--- config.mk ---
export PLATFORM = sky130hd
export DESIGN_NAME = midi_byte_stream_packetizer_unit
export DESIGN_NICKNAME = d
export VERILOG_FILES = /design/src/rtl/mbsp_pkg.sv /design/src/rtl/midi_byte_stream_packetizer_unit.sv /design/src/rtl/mbsp_cfg_regs.sv /design/src/rtl/mbsp_parser.sv /design/src/rtl/mbsp_out_stage.sv
export SDC_FILE = /design/constraint.sdc
export NUM_CORES = 1
export LEC_CHECK = 0
export BUFFER_PORTS_ARGS = -buffer_cell sky130_fd_sc_hd__clkbuf_2
export CORE_MARGIN = 2
export CORE_UTILIZATION = 53
export CTS_CLUSTER_SIZE = 24
export DETAILED_ROUTE_END_ITERATION = 7
export PLACE_DENSITY = 0.87
export RECOVER_POWER = 25
export SYNTH_ARGS = -nofsm -noshare
export SYNTH_HDL_FRONTEND = slang
export SYNTH_HIERARCHICAL = 1
export SYNTH_SLANG_ARGS = --single-unit
--- constraint.sdc ---
create_clock -name clk -period 3.8 [get_ports clk]
set_input_delay 0.57 -clock clk [delete_from_list [all_inputs] [get_ports clk]]
set_output_delay 0.57 -clock clk [all_outputs]
set_load 0.05 [all_outputs]
--- src/rtl/mbsp_pkg.sv ---
package mbsp_pkg;

  // Status byte boundaries
  localparam logic [7:0] RT_MIN        = 8'hF8;
  localparam logic [7:0] SYS_MIN       = 8'hF0;
  localparam logic [7:0] STATUS_MIN    = 8'h80;
  localparam logic [7:0] ONE_PARAM_MIN = 8'hC0;
  localparam logic [7:0] ONE_PARAM_MAX = 8'hDF;

  // System common codes
  localparam logic [7:0] SYX_START     = 8'hF0;
  localparam logic [7:0] SC_MTC        = 8'hF1;
  localparam logic [7:0] SC_SONG_POS   = 8'hF2;
  localparam logic [7:0] SC_SONG_SEL   = 8'hF3;
  localparam logic [7:0] SC_TUNE_REQ   = 8'hF6;
  localparam logic [7:0] SYX_END       = 8'hF7;

  // Parser phase codes
  localparam logic [2:0] PH_UNKNOWN = 3'd0;
  localparam logic [2:0] PH_ONE     = 3'd1;
  localparam logic [2:0] PH_TWO_A   = 3'd2;
  localparam logic [2:0] PH_TWO_B   = 3'd3;
  localparam logic [2:0] PH_SYX0    = 3'd4;
  localparam logic [2:0] PH_SYX1    = 3'd5;
  localparam logic [2:0] PH_SYX2    = 3'd6;

  // Register indexes (paddr[2])
  localparam logic REG_CHAN_OVR_EN = 1'b0;
  localparam logic REG_FORCED_CHAN = 1'b1;

  localparam logic [1:0] LEN_ONE   = 2'd1;
  localparam logic [1:0] LEN_TWO   = 2'd2;
  localparam logic [1:0] LEN_THREE = 2'd3;

  typedef struct packed {
    logic       ovr_en;
    logic [3:0] forced_chan;
  } cfg_t;

  typedef struct packed {
    logic [1:0] length;
    logic [7:0] byte2;
    logic [7:0] byte1;
    logic [7:0] byte0;
  } pkt_t;

endpackage

--- src/rtl/midi_byte_stream_packetizer_unit.sv ---
// MIDI byte packetizer: takes one raw MIDI byte per beat on in_ and emits packets
// of one to three bytes plus a length on out_. It takes one byte per cycle while
// the result register is empty or drained by out_tready. A byte that produces a
// packet passes the input register, then the result register, before out_tvalid
// rises. The parser state advances when a byte leaves the input register, which
// it does whenever the result register is empty or being drained, so in_tready
// follows out_tready through that one stage. Configuration (channel override) is to
// be written by the user over the APB port only while the stream is idle; the
// block itself does not enforce it.
module midi_byte_stream_packetizer_unit
  import mbsp_pkg::*;
(
  input  logic        clk,
  input  logic        rst_n,
  input  logic        in_tvalid,
  output logic        in_tready,
  input  logic [7:0]  in_tdata,   // [7:0] midi_byte
  output logic        out_tvalid,
  input  logic        out_tready,
  output logic [31:0] out_tdata,  // [7:0] pkt_byte0, [15:8] pkt_byte1,
                                  // [23:16] pkt_byte2, [25:24] pkt_length
  input  logic        cfg_psel,
  input  logic        cfg_penable,
  input  logic        cfg_pwrite,
  input  logic [2:0]  cfg_paddr,
  input  logic [31:0] cfg_pwdata,
  output logic [31:0] cfg_prdata,
  output logic        cfg_pready
);

  cfg_t       cfg;
  logic       in_valid_r;
  logic [7:0] in_byte_r;
  logic       out_free;
  logic       step;
  logic       emit;
  pkt_t       pkt_nxt;
  pkt_t       pkt_q;

  mbsp_cfg_regs u_cfg (
    .clk         (clk),
    .rst_n       (rst_n),
    .cfg_psel    (cfg_psel),
    .cfg_penable (cfg_penable),
    .cfg_pwrite  (cfg_pwrite),
    .cfg_paddr   (cfg_paddr),
    .cfg_pwdata  (cfg_pwdata),
    .cfg_prdata  (cfg_prdata),
    .cfg_pready  (cfg_pready),
    .cfg         (cfg)
  );

  // advance the held byte into the parser when the result slot can take it
  assign step      = in_valid_r && out_free;
  assign in_tready = !in_valid_r || out_free;

  always_ff @(posedge clk) begin
    if (!rst_n) begin
      in_valid_r <= 1'b0;
    end else if (in_tready) begin
      in_valid_r <= in_tvalid;
    end
  end

  always_ff @(posedge clk) begin
    if (in_tready && in_tvalid) begin
      in_byte_r <= in_tdata;
    end
  end

  mbsp_parser u_parser (
    .clk       (clk),
    .rst_n     (rst_n),
    .step      (step),
    .midi_byte (in_byte_r),
    .cfg       (cfg),
    .emit      (emit),
    .pkt       (pkt_nxt)
  );

  mbsp_out_stage u_out (
    .clk       (clk),
    .rst_n     (rst_n),
    .load      (step && emit),
    .pkt_in    (pkt_nxt),
    .free      (out_free),
    .out_valid (out_tvalid),
    .out_ready (out_tready),
    .pkt_out   (pkt_q)
  );

  assign out_tdata = {6'd0, pkt_q.length, pkt_q.byte2, pkt_q.byte1, pkt_q.byte0};

  a_realtime_passes: assert property (@(posedge clk) disable iff (!rst_n)
    (step && in_byte_r >= RT_MIN) |=> (out_tvalid && out_tdata[7:0] == $past(in_byte_r)))
    else $error("realtime byte not forwarded");

  a_no_step_when_full: assert property (@(posedge clk) disable iff (!rst_n)
    (out_tvalid && !out_tready) |-> !step)
    else $error("parser advanced while result slot blocked");

endmodule

--- src/rtl/mbsp_cfg_regs.sv ---
module mbsp_cfg_regs
  import mbsp_pkg::*;
(
  input  logic        clk,
  input  logic        rst_n,
  input  logic        cfg_psel,
  input  logic        cfg_penable,
  input  logic        cfg_pwrite,
  input  logic [2:0]  cfg_paddr,
  input  logic [31:0] cfg_pwdata,
  output logic [31:0] cfg_prdata,
  output logic        cfg_pready,
  output cfg_t        cfg
);

  logic       ovr_en_r;
  logic [3:0] fchan_r;
  logic       wr_en;

  assign cfg_pready = 1'b1;
  assign wr_en      = cfg_psel & cfg_penable & cfg_pwrite & cfg_pready;

  always_ff @(posedge clk) begin
    if (!rst_n) begin
      ovr_en_r <= 1'b0;
      fchan_r  <= 4'd0;
    end else if (wr_en) begin
      if (cfg_paddr[2] == REG_CHAN_OVR_EN) begin
        ovr_en_r <= cfg_pwdata[0];
      end else begin
        fchan_r <= cfg_pwdata[3:0];
      end
    end
  end

  always_comb begin
    if (cfg_paddr[2] == REG_FORCED_CHAN) begin
      cfg_prdata = {28'd0, fchan_r};
    end else begin
      cfg_prdata = {31'd0, ovr_en_r};
    end
  end

  assign cfg.ovr_en      = ovr_en_r;
  assign cfg.forced_chan = fchan_r;

endmodule

--- src/rtl/mbsp_parser.sv ---
module mbsp_parser
  import mbsp_pkg::*;
(
  input  logic       clk,
  input  logic       rst_n,
  input  logic       step,
  input  logic [7:0] midi_byte,
  input  cfg_t       cfg,
  output logic       emit,
  output pkt_t       pkt
);

  logic [2:0] phase_r, phase_nxt;
  logic [7:0] held_first_r, held_first_nxt;
  logic [7:0] held_second_r, held_second_nxt;
  logic [7:0] chan_status;

  assign chan_status = cfg.ovr_en ? {midi_byte[7:4], cfg.forced_chan} : midi_byte;

  always_comb begin
    phase_nxt       = phase_r;
    held_first_nxt  = held_first_r;
    held_second_nxt = held_second_r;
    emit            = 1'b0;
    pkt             = '0;
    if (midi_byte >= RT_MIN) begin
      // realtime passes through, parser untouched
      emit       = 1'b1;
      pkt.byte0  = midi_byte;
      pkt.length = LEN_ONE;
    end else if (midi_byte >= SYS_MIN) begin
      case (midi_byte)
        SYX_START: begin
          held_first_nxt = midi_byte;
          phase_nxt      = PH_SYX1;
        end
        SC_MTC, SC_SONG_SEL: begin
          held_first_nxt = midi_byte;
          phase_nxt      = PH_ONE;
        end
        SC_SONG_POS: begin
          held_first_nxt = midi_byte;
          phase_nxt      = PH_TWO_A;
        end
        SC_TUNE_REQ: begin
          phase_nxt  = PH_UNKNOWN;
          emit       = 1'b1;
          pkt.byte0  = midi_byte;
          pkt.length = LEN_ONE;
        end
        SYX_END: begin
          phase_nxt = PH_UNKNOWN;
          case (phase_r)
            PH_SYX0: begin
              emit       = 1'b1;
              pkt.byte0  = SYX_END;
              pkt.length = LEN_ONE;
            end
            PH_SYX1: begin
              emit       = 1'b1;
              pkt.byte0  = held_first_r;
              pkt.byte1  = SYX_END;
              pkt.length = LEN_TWO;
            end
            PH_SYX2: begin
              emit       = 1'b1;
              pkt.byte0  = held_first_r;
              pkt.byte1  = held_second_r;
              pkt.byte2  = SYX_END;
              pkt.length = LEN_THREE;
            end
            default: begin
              emit = 1'b0;
            end
          endcase
        end
        default: begin
          phase_nxt = PH_UNKNOWN;
        end
      endcase
    end else if (midi_byte >= STATUS_MIN) begin
      held_first_nxt = chan_status;
      phase_nxt = (midi_byte >= ONE_PARAM_MIN && midi_byte <= ONE_PARAM_MAX) ?
                  PH_ONE : PH_TWO_A;
    end else begin
      case (phase_r)
        PH_ONE: begin
          // system common drops back; channel messages keep running status
          if (held_first_r >= SYS_MIN) begin
            phase_nxt = PH_UNKNOWN;
          end
          emit       = 1'b1;
          pkt.byte0  = held_first_r;
          pkt.byte1  = midi_byte;
          pkt.length = LEN_TWO;
        end
        PH_TWO_A: begin
          held_second_nxt = midi_byte;
          phase_nxt       = PH_TWO_B;
        end
        PH_TWO_B: begin
          phase_nxt  = (held_first_r < SYS_MIN) ? PH_TWO_A : PH_UNKNOWN;
          emit       = 1'b1;
          pkt.byte0  = held_first_r;
          pkt.byte1  = held_second_r;
          pkt.byte2  = midi_byte;
          pkt.length = LEN_THREE;
        end
        PH_SYX0: begin
          held_first_nxt = midi_byte;
          phase_nxt      = PH_SYX1;
        end
        PH_SYX1: begin
          held_second_nxt = midi_byte;
          phase_nxt       = PH_SYX2;
        end
        PH_SYX2: begin
          phase_nxt  = PH_SYX0;
          emit       = 1'b1;
          pkt.byte0  = held_first_r;
          pkt.byte1  = held_second_r;
          pkt.byte2  = midi_byte;
          pkt.length = LEN_THREE;
        end
        default: begin
          // stray data byte: drop
          emit = 1'b0;
        end
      endcase
    end
  end

  always_ff @(posedge clk) begin
    if (!rst_n) begin
      phase_r       <= PH_UNKNOWN;
      held_first_r  <= 8'd0;
      held_second_r <= 8'd0;
    end else if (step) begin
      phase_r       <= phase_nxt;
      held_first_r  <= held_first_nxt;
      held_second_r <= held_second_nxt;
    end
  end

  a_phase_legal: assert property (@(posedge clk) disable iff (!rst_n)
    phase_r != 3'd7)
    else $error("parser phase left the legal set");

  a_sysex_full_holds_f0_or_data: assert property (@(posedge clk) disable iff (!rst_n)
    (phase_r == PH_SYX2) |-> (held_second_r < STATUS_MIN))
    else $error("sysex held byte is a status byte");

endmodule

--- src/rtl/mbsp_out_stage.sv ---
module mbsp_out_stage
  import mbsp_pkg::*;
(
  input  logic clk,
  input  logic rst_n,
  input  logic load,
  input  pkt_t pkt_in,
  output logic free,
  output logic out_valid,
  input  logic out_ready,
  output pkt_t pkt_out
);

  logic valid_r;
  pkt_t pkt_r;

  // slot is free when empty or its beat leaves this cycle
  assign free      = !valid_r || out_ready;
  assign out_valid = valid_r;
  assign pkt_out   = pkt_r;

  always_ff @(posedge clk) begin
    if (!rst_n) begin
      valid_r <= 1'b0;
    end else if (free) begin
      valid_r <= load;
    end
  end

  always_ff @(posedge clk) begin
    if (free && load) begin
      pkt_r <= pkt_in;
    end
  end

  a_len_nonzero: assert property (@(posedge clk) disable iff (!rst_n)
    valid_r |-> (pkt_r.length != 2'd0))
    else $error("packet with zero length");

  a_len_one_clean: assert property (@(posedge clk) disable iff (!rst_n)
    (valid_r && pkt_r.length == LEN_ONE) |-> (pkt_r.byte1 == 8'd0 && pkt_r.byte2 == 8'd0))
    else $error("unused packet bytes not zero");

endmodule
== After elaboration in Yosys (flattened, before gate mapping) ==
Cells that the tools add are included.

* Reductions and logical operators: 23
* Bitwise operators: 6
* Order comparisons: 7
* Equal/unequal tests: 14
* Multiplexer cells: 32

{| class="wikitable"
|+ Operators by type and width
! cell !! number
|-
| two-way mux 8 bit || 7
|-
| two-way mux 26 bit || 2
|-
| equality test 8 bit (second input constant) || 6
|-
| case mux 8 bit (2 select lines) || 3
|-
| >= comparator 8 bit (second input constant) || 5
|-
| case mux 16 bit (2 select lines) || 1
|-
| case mux 3 bit (6 select lines) || 1
|-
| two-way mux 16 bit || 1
|-
| equality test 3 bit (second input constant) || 3
|-
| two-way mux 3 bit || 3
|-
| case mux 3 bit (3 select lines) || 1
|-
| <= comparator 8 bit (second input constant) || 1
|-
| less-than comparator 8 bit (second input constant) || 1
|-
| two-way mux 4 bit || 2
|-
| case mux 2 bit (2 select lines) || 2
|-
| AND reduction 4 bit || 2
|-
| nonzero test 8 bit || 1
|-
| OR reduction 2 bit || 4
|-
| equality test 3 x 2 -> 1 bit (second input constant) || 2
|-
| case mux 2 bit (3 select lines) || 1
|-
| OR reduction 3 bit || 2
|-
| logical AND 1 bit || 5
|-
| two-way mux 1 bit || 5
|-
| AND reduction 5 bit || 1
|-
| other kinds (12) || 20
|}

* Logic and storage cells: 94
* Output and inout port bits: 67
* Bits of input ports: 50
* Register bits after elaboration: 60

== Longest topological paths before layout ==
Gate-level depths: netlist (run 1).

* Word-level depth: 8
* Gate-level depth with buffers: 7
* Mapped depth without buffers: 6

== By module ==
Netlist (run 1), hierarchy kept.

{| class="wikitable"
|+ Modules (own cells, without submodules)
! module !! area an instance (µm²) !! sequential area each (µm²) !! cells each !! times used
|-
| mbsp_parser || 1450.1 || 380.4 || 181 || 1
|-
| mbsp_out_stage || 838.3 || 800.8 || 31 || 1
|-
| mbsp_cfg_regs || 485.5 || 100.1 || 58 || 1
|-
| midi_byte_stream_packetizer_unit || 361.6 || 260.2 || 22 || 1
|}

== Worst setup path before layout (run 1) ==
OpenSTA, ideal clock, no wires.

* Path kind: register to register
* From: reg u_parser.phase_r[2]
* To: reg u_out.pkt_r, in the netlist u_out/pkt_out[0], enable pin
* Arrival time: 1677 ps
* Stages on the path, launching flop included: 7
* Period minus slack after synthesis: 2007 ps
* Library setup time: 329 ps
* Buffers on the path: 1
* Path slack: 1793 ps
* Data required time: 3471 ps
* Cell sequence: dfxtp_1 > clkbuf_1 > a21boi_0 > a221oi_1 > o21ai_0 > and3_2 > and2_4

* Longest elaborated chain between the ends: 8
* Elaborated cells between the ends (all ways): 15
* Classes of those cells: 5 x eq/ne; 6 x mux; 4 x reduce/logical

{| class="wikitable"
|+ RTL lines
! what !! line !! RTL
|-
| start: declaration || mbsp_parser.sv:13 || <nowiki>logic [2:0] phase_r, phase_nxt;</nowiki>
|-
| start signal: assignment || mbsp_parser.sv:139 || <nowiki>phase_r <= phase_nxt;</nowiki>
|-
| equality test 3 bit, or another cell as far along || mbsp_parser.sv:53 || <nowiki>case (phase_r)</nowiki>
|-
| OR reduction 3 bit (no source line) || -- ||
|-
| two-way mux 1 bit (on tied branches) || mbsp_parser.sv:53, mbsp_parser.sv:86 ||
|-
| case mux 1 bit (2 select lines) / two-way mux 1 bit (equally long branches) || mbsp_parser.sv:32, mbsp_parser.sv:81 ||
|-
| two-way mux 1 bit * || mbsp_parser.sv:31 || <nowiki>end else if (midi_byte >= SYS_MIN) begin</nowiki>
|-
| two-way mux 1 bit * || mbsp_parser.sv:26 || <nowiki>if (midi_byte >= RT_MIN) begin</nowiki>
|-
| named net emit || midi_byte_stream_packetizer_unit.sv:36 || <nowiki>logic emit;</nowiki>
|-
| logical AND 1 bit * || midi_byte_stream_packetizer_unit.sv:84 || <nowiki>.load (step && emit),</nowiki>
|-
| logical AND 1 bit * || mbsp_out_stage.sv:31 || <nowiki>if (free && load) begin</nowiki>
|-
| end signal: assignment || mbsp_out_stage.sv:32 || <nowiki>pkt_r <= pkt_in;</nowiki>
|-
| end: declaration || mbsp_out_stage.sv:15 || <nowiki>pkt_t pkt_r;</nowiki>
|}

The timed path passes the listed nets; every way through them passes the cells marked *.
A chain may end at the register's enable or synchronous reset.

== Worst setup path after layout (run 1) ==
* From: reg in_byte_r[7]
* To: reg u_out.pkt_r, in the netlist u_out/pkt_out[0], enable pin

* Longest elaborated chain between the ends: 6
* Elaborated cells between the ends (all ways): 11
* Classes of those cells: 3 x order compare; 2 x eq/ne; 4 x mux; 2 x reduce/logical

{| class="wikitable"
|+ RTL lines
! what !! line !! RTL
|-
| start: declaration || midi_byte_stream_packetizer_unit.sv:33 || <nowiki>logic [7:0] in_byte_r;</nowiki>
|-
| start signal: assignment || midi_byte_stream_packetizer_unit.sv:67 || <nowiki>in_byte_r <= in_tdata;</nowiki>
|-
| >= comparator 8 bit / equality test 8 bit (equally long branches) || mbsp_parser.sv:81, mbsp_parser.sv:32 ||
|-
| two-way mux 1 bit / case mux 1 bit (2 select lines) (equally long branches) || mbsp_parser.sv:81, mbsp_parser.sv:32 ||
|-
| two-way mux 1 bit || mbsp_parser.sv:31 ||
|-
| two-way mux 1 bit * || mbsp_parser.sv:26 ||
|-
| named net emit || midi_byte_stream_packetizer_unit.sv:36 ||
|-
| logical AND 1 bit * || midi_byte_stream_packetizer_unit.sv:84 ||
|-
| logical AND 1 bit * || mbsp_out_stage.sv:31 ||
|}

Marked as above.

==> metrics.md, run 1 <==
| Metric | Value |
|---|---|
| Run status | `completed` |
| Vias | `2239` |
| CP peak stage delay | `740 ps` |
| Post-CTS setup buffer count | `0` |
| Depth of the CTS H-tree | `3` |
| Critical Path RT | `3800 ps` |
| Post-synth EDFFs | `34` |
| # nets final | `382` |
| FFs w/ async S/R, synth | `0%` |
| DR pass1 iterations | `5` |
| Area after DPL | `3250 um^2` |
| Starting density of the core | `53.9%` |
| Final Hold Viols | `0` |
| Synth Area in Compound Gates | `16.6%` |
| CTS clk-pin slew, worst paths | `60 ps` |
| Layout cell share with drive strength beyond 1 | `20.8%` |
| Simple-Gate Fraction of Synth Area | `15.0%` |
| Primary FF master, synth | `edfxtp_1` |
| Sw Pwr | `399 uW` |
| Worst-Skew Late Latency | `330 ps` |
| Cell variety after synth | `58` |
| Flop2flop setup slack | `1170 ps` |
| Root Buffer Master | `clkbuf_8` |
| Slew HR | `44.4%` |
| Grt peak-use layer | `met2` |
| Post-cts sizing count | `0` |
| Post-synth top area share | `32.6%` |
| Std cell rows | `28` |
| Die width | `80.9 um` |
| Max VDD drop | `0.000293 V` |
| Iter 0 DRT Violations | `136` |
| Die Area | `6550 um^2` |
| Die Y-Extent | `80.9 um` |
| Detailed-route DRC error count | `0` |
| Met1 Track Usage GR | `24.5%` |
| Logic pwr share | `13.0%` |
| CTS Buffer Depth | `2` |
| Clock Power Share | `34.6%` |
| Fin area | `3390 um^2` |
| GRT Residual Overflow | `0` |
| Synth area leader | `edfxtp_1` |
| Commonest cells after routing, fill and taps aside | `clkbuf_2 (41), conb_1 (35), edfxtp_1 (34), dfxtp_1 (26)` |
| R2R depth | `4` |
| Worst setup path class | `reg -> reg` |
| Post-synthesis adder-cell area fraction | `0%` |
| Start of the worst register-to-register path | `in_byte_r[7]` |
| Post-Route Setup TNS | `0 ps` |
| Ys Warns | `6` |
| CTS tree | `built` |
| Int Power | `1020 uW` |
| Crit path arrival time | `2630 ps` |
| Met3 GRT Util | `5.22%` |
| First-pass GRT wire length | `9.16 mm` |
| Net Sw Frac | `28.1%` |
| Final Setup Violations | `0` |
| Number of global-route vias before repair | `1916` |
| Cells along the critical path | `nand4_1, o21ai_0, and3_2, and2_4` |
| Vias/cell | `5.43` |
| Placed cell count | `396` |
| Minimum clock period | `2630 ps` |
| Avg WL per Cell | `13.9 um` |
| Hold depth | `1` |
| Synth area leaders | `edfxtp_1 (33%), dfxtp_1 (17%), buf_4 (8.6%)` |
| GP Congestion | `0.944` |
| Largest delay contributor family on the critical path | `simple AND/OR/NAND/NOR gates` |
| Worst Max-Slew Pin Slew | `829 ps` |
| Hold_buf cts | `0` |
| Commonest non-fill, non-tap cell in the layout | `clkbuf_2` |
| Origin of the worst min-delay path | `in_tdata[3]` |
| Synthesis-to-layout area growth | `8.18%` |
| Mapped Area | `3140 um^2` |
| Multiplexer share of the synthesized area | `6.42%` |
| Number of buffers created by CTS | `9` |
| Sequential power share | `52.4%` |
| Largest family of logic cells by synthesized area | `compound AO/OA/AOI/OAI gates` |
| Post-DRT Antenna Nets | `0` |
| I/O pins | `117` |
| Reg2reg end | `u_out/pkt_out[0]` |
| Hold WC Path Type | `in -> reg` |
| Critical-path maximum fanout | `26` |
| Final std cells w/o fill | `412` |
| Buffers added on ports | `51` |
| Crit path capture type | `flop` |
| Pwr/cell area | `418 nW/um^2` |
| Overall routing resource usage | `18.7%` |
| GRT met2 Usage | `28.6%` |
| Clock skew | `4.92 ps` |
| Ant. Diodes | `0` |
| Synth Instances | `292` |
| Max Cap Violations | `0` |
| Seq cells post-synth | `60` |
| RSZ-0062 raised after global routing | `false` |
| Post-DP HPWL | `3.91 mm` |
| Final WL | `5.74 mm` |
| Avg Cell Area, Syn | `10.7 um^2` |
| Sequential-to-total area share from yosys stat | `49.2%` |
| Hold Path End | `in_byte_r[3]` |
| Largest net degree at the start of global routing | `27` |
| Static Leak | `0.00151 uW` |
| Initial antenna violation count | `0` |
| Synth Area in XOR/XNOR | `0.279%` |
| Startpoint Class | `flop` |
| Max Fclk | `0.380 GHz` |
| Clk sinks | `60` |
| Buf+Inv Stages, Crit Path | `0` |
| Slew Limit Fails | `0` |
| Core ar. | `5820 um^2` |
| Fin crit share | `69.2%` |
| Slowest CP cell | `edfxtp_1` |
[cell families after synthesis]
logic type / count (synthesis)
multiplexers: 20
buffers and inverters: 62
XOR/XNOR: 1
AND/OR/NAND/NOR: 79
flip-flops: 60
AO/OA/AOI/OAI: 67
other: 3
[power by group through the flow]
| stage | clock network (uW) | registers (uW) | logic (uW) |
|---|---|---|---|
| 5_1_grt | 540 | 745 | 198 |
| 4_1_cts | 506 | 741 | 184 |
| 3_5_place_dp | 0 | 755 | 184 |
| 3_3_place_gp | 0 | 754 | 181 |
| 2_1_floorplan | 0 | 736 | 196 |
| 6_report | 491 | 742 | 184 |
[worst register-to-register path: stages (launching register included)]
cell and delay, ps:
edfxtp_1 740, nand4_1 450, o21ai_0 480, and3_2 250, and2_4 350
[metrics by stage]
stage               power, uW  utilization, %  setup WS, ps  hold WS (ps)
finish                   1420            58.3          1170           407
detailed placement        938            55.9          1220           471
floorplan                 932               -          1790           446
global placement          935            55.9          1220           458
global route             1480            58.3          1050           396
CTS                      1430            58.8          1210           390
[layout make-up]
class | count | area [um^2]
fill | 527 | 2420
sequential | 60 | 1540
multi-input combinational | 202 | 1310
timing repair buffer | 51 | 243
clock buffer | 14 | 163
tap | 75 | 93.8
inverter | 8 | 30.0
clock inverter | 2 | 8.76
[metal layers]
metal  share of wire (%)  wire length (um)
met2                  46              2650
met4                 1.8               104
met1                  43              2460
met3                 9.2               529
met5                   0                 0
[Yosys cell counts (5+ instances only)]
cell and n:
a211oi_1 8, a21o_1 10, a221o_1 7, and3_1 7
buf_2 5, buf_4 36, clkbuf_1 10, dfxtp_1 26
edfxtp_1 34, inv_1 8, mux2i_1 19, nand2_1 15
nor2_1 19, o21ai_0 10
[how the worst max path moves through the flow]
stage,end,from,cells past startpoint,slack (ps)
CTS,u_out/pkt_out[0],in_byte_r[7],4,1210
finish,u_out/pkt_out[0],in_byte_r[7],4,1170
detailed placement,u_out/pkt_out[0],in_byte_r[7],4,1220
global route,u_out/pkt_out[0],in_byte_r[7],4,1050
floorplan,u_out/pkt_out[0],u_parser/phase_r[2],6,1790
global placement,u_out/pkt_out[2],in_byte_r[7],4,1220
[sequential cells by signal, indices dropped and copies added, names as in the netlist, 3 cells and up]
name,flops
u_out/pkt_out,26
in_byte_r,8
u_parser/held_first_r,8
u_parser/held_second_r,8
u_cfg/fchan_r,4
u_parser/phase_r,3
Note: power is estimated with default switching activity, not from simulation.
==> run 2, diff against run 1 <==
--- a/config.mk
+++ b/config.mk
@@ -7,10 +7,10 @@
 export LEC_CHECK = 0
 export BUFFER_PORTS_ARGS = -buffer_cell sky130_fd_sc_hd__clkbuf_2
 export CORE_MARGIN = 2
-export CORE_UTILIZATION = 53
+export CORE_UTILIZATION = 45
 export CTS_CLUSTER_SIZE = 24
 export DETAILED_ROUTE_END_ITERATION = 7
-export PLACE_DENSITY = 0.87
+export PLACE_DENSITY = 0.79
 export RECOVER_POWER = 25
 export SYNTH_ARGS = -nofsm -noshare
 export SYNTH_HDL_FRONTEND = slang
==> constraint.sdc (replaced) <==
create_clock -name clk -period 2.34 [get_ports clk]
set_input_delay 0.351 -clock clk [delete_from_list [all_inputs] [get_ports clk]]
set_output_delay 0.351 -clock clk [all_outputs]
set_load 0.05 [all_outputs]
==> metrics.md, run 2 (same netlist as run 1, synthesis figures left out) <==
| Metric | Value |
|---|---|
| Run status | `completed (unchanged)` |
| Post-DRT Antenna Nets | `0 (unchanged)` |
| DR pass1 iterations | `4 (was 5)` |
| Post-CTS setup buffer count | `0 (unchanged)` |
| Slew HR | `49.7% (was 44.4%)` |
| # nets final | `400 (was 382)` |
| Final Setup Violations | `0 (unchanged)` |
| Number of buffers created by CTS | `9 (unchanged)` |
| Startpoint Class | `flop (unchanged)` |
| Fin crit share | `93.0% (was 69.2%)` |
| Clk sinks | `60 (unchanged)` |
| Crit path capture type | `flop (unchanged)` |
| Initial antenna violation count | `0 (unchanged)` |
| CTS Buffer Depth | `2 (unchanged)` |
| Buffers added on ports | `51 (unchanged)` |
| Logic pwr share | `14.9% (was 13.0%)` |
| Sw Pwr | `668 uW (was 399 uW)` |
| Avg WL per Cell | `14.2 um (was 13.9 um)` |
| Hold Slack | `184 ps (was 407 ps)` |
| Ant. Diodes | `0 (unchanged)` |
| Worst setup path class | `reg -> reg (unchanged)` |
| Core ar. | `6760 um^2 (was 5820 um^2)` |
| Sequential power share | `50.4% (was 52.4%)` |
| Iter 0 DRT Violations | `134 (was 136)` |
| Pwr/cell area | `661 nW/um^2 (was 418 nW/um^2)` |
| GP Congestion | `0.879 (was 0.944)` |
| Max Cap Violations | `0 (unchanged)` |
| Final Hold Viols | `0 (unchanged)` |
| Slowest CP cell | `edfxtp_1 (unchanged)` |
| Hold WC Path Type | `in -> reg (unchanged)` |
| Commonest cells after routing, fill and taps aside | `clkbuf_2 (41), conb_1 (35), edfxtp_1 (34), dfxtp_1 (26) (unchanged)` |
| Largest register FFs | `26 (unchanged)` |
| Clock skew | `5.05 ps (was 4.92 ps)` |
| Critical-path maximum fanout | `23 (was 26)` |
| Cells along the critical path | `nand4_1, o21ai_0, and3_2, and2_4, buf_12 (was nand4_1, o21ai_0, and3_2, and2_4)` |
| Critical Path RT | `2380 ps (was 3800 ps)` |
| RSZ-0062 raised after global routing | `false (unchanged)` |
| Commonest non-fill, non-tap cell in the layout | `clkbuf_2 (unchanged)` |
| Slew Limit Fails | `0 (unchanged)` |
| Number of global-route vias before repair | `2058 (was 1916)` |
| CTS tree | `built (unchanged)` |
| Layout cell share with drive strength beyond 1 | `24.8% (was 20.8%)` |
| Synthesis-to-layout area growth | `13.0% (was 8.18%)` |
| Post-cts sizing count | `0 (unchanged)` |
| Depth of the CTS H-tree | `3 (unchanged)` |
| Static Leak | `0.00160 uW (was 0.00151 uW)` |
| GRT Residual Overflow | `0 (unchanged)` |
| Die width | `87.5 um (was 80.9 um)` |
| Int Power | `1670 uW (was 1020 uW)` |
| CP peak stage delay | `560 ps (was 740 ps)` |
| Net Sw Frac | `28.5% (was 28.1%)` |
| Minimum clock period | `2180 ps (was 2630 ps)` |
| Max VDD drop | `0.000367 V (was 0.000293 V)` |
| CTS clk-pin slew, worst paths | `60 ps (about the same)` |
| Starting density of the core | `46.4% (was 53.9%)` |
| Post-DP HPWL | `4.34 mm (was 3.91 mm)` |
| Final Total Pwr | `2340 uW (was 1420 uW)` |
| Root Buffer Master | `clkbuf_8 (unchanged)` |
| Worst Max-Slew Pin Slew | `750 ps (was 829 ps)` |
| Buf+Inv Stages, Crit Path | `1 (was 0)` |
| Worst-Skew Late Latency | `340 ps (was 330 ps)` |
| Detailed-route DRC error count | `0 (unchanged)` |
| Die Y-Extent | `87.5 um (was 80.9 um)` |
| Hold_buf cts | `0 (unchanged)` |
| I/O pins | `117 (unchanged)` |
| Vias/cell | `5.23 (was 5.43)` |
| Clock Power Share | `34.7% (was 34.6%)` |
| First-pass GRT wire length | `9.81 mm (was 9.16 mm)` |
| Largest delay contributor family on the critical path | `simple AND/OR/NAND/NOR gates (unchanged)` |
| Largest net degree at the start of global routing | `24 (was 27)` |
| Post-Route Setup TNS | `0 ps (unchanged)` |
| Std cell rows | `30 (was 28)` |
| Overall routing resource usage | `17.0% (was 18.7%)` |
| Crit path arrival time | `2220 ps (was 2630 ps)` |
| Final WL | `6.18 mm (was 5.74 mm)` |
| Vias | `2275 (was 2239)` |
| Die Area | `7650 um^2 (was 6550 um^2)` |
| Max Fclk | `0.460 GHz (was 0.380 GHz)` |
[run 2: cell types whose count changed in the layout (fill, tap and decap cells not counted), sizes merged]
cell / before / now
buf: 0 / 18
[run 2: final timing paths]
kind	start	to	slack [ps]	depth (start not counted)
max	in_byte_r[5]	u_out/pkt_out[9]	160	5
min	in_tdata[1]	in_byte_r[1]	180	1
max reg2reg	in_byte_r[5]	u_out/pkt_out[9]	160	5
min reg2reg	u_cfg/fchan_r[3]	u_cfg/fchan_r[3]	480	2
[run 2: per-layer routing]
| metal | vias up | wire length [um] | track usage [%] |
|---|---|---|---|
| met1 | 1045 | 2760 | 21.8 |
| met2 | 108 | 2810 | 26.2 |
| met3 | 12 | 520 | 6.26 |
| li1 | 1110 | - | - |
| met4 | 0 | 87 | 6.43 |
| met5 | - | 0 | 0 |
[run 2: area by class of cell]
cell class              count  area, um^2
clock buffers              14         163
clock inverters             2        10.0
fillers                   628        3210
inverters                   8        30.0
multi-input cells         202        1310
flip-flops and latches     60        1540
well taps                  80         100
repair buffers             69         390
[run 2: per-stage QoR]
| step | worst slack (ps) | instances | util, % | instance area, um^2 |
|---|---|---|---|---|
| finish | 164 | 435 | 52.4 | 3540 |
| global route | 74.4 | 435 | 52.4 | 3540 |
| CTS | 156 | 435 | 52.9 | 3580 |
| detailed placement | 186 | 419 | 50.4 | 3400 |
| global placement | 268 | 419 | 50.4 | 3400 |
| floorplan | 333 | 324 | - | 3260 |
[run 2: power groups by stage]
stage | sequential [uW] | clock, uW | combinational, uW
global route | 1180 | 875 | 374
floorplan | 1200 | 0 | 318
finish | 1180 | 812 | 349
CTS | 1180 | 832 | 349
detailed placement | 1200 | 0 | 348
global placement | 1200 | 0 | 344
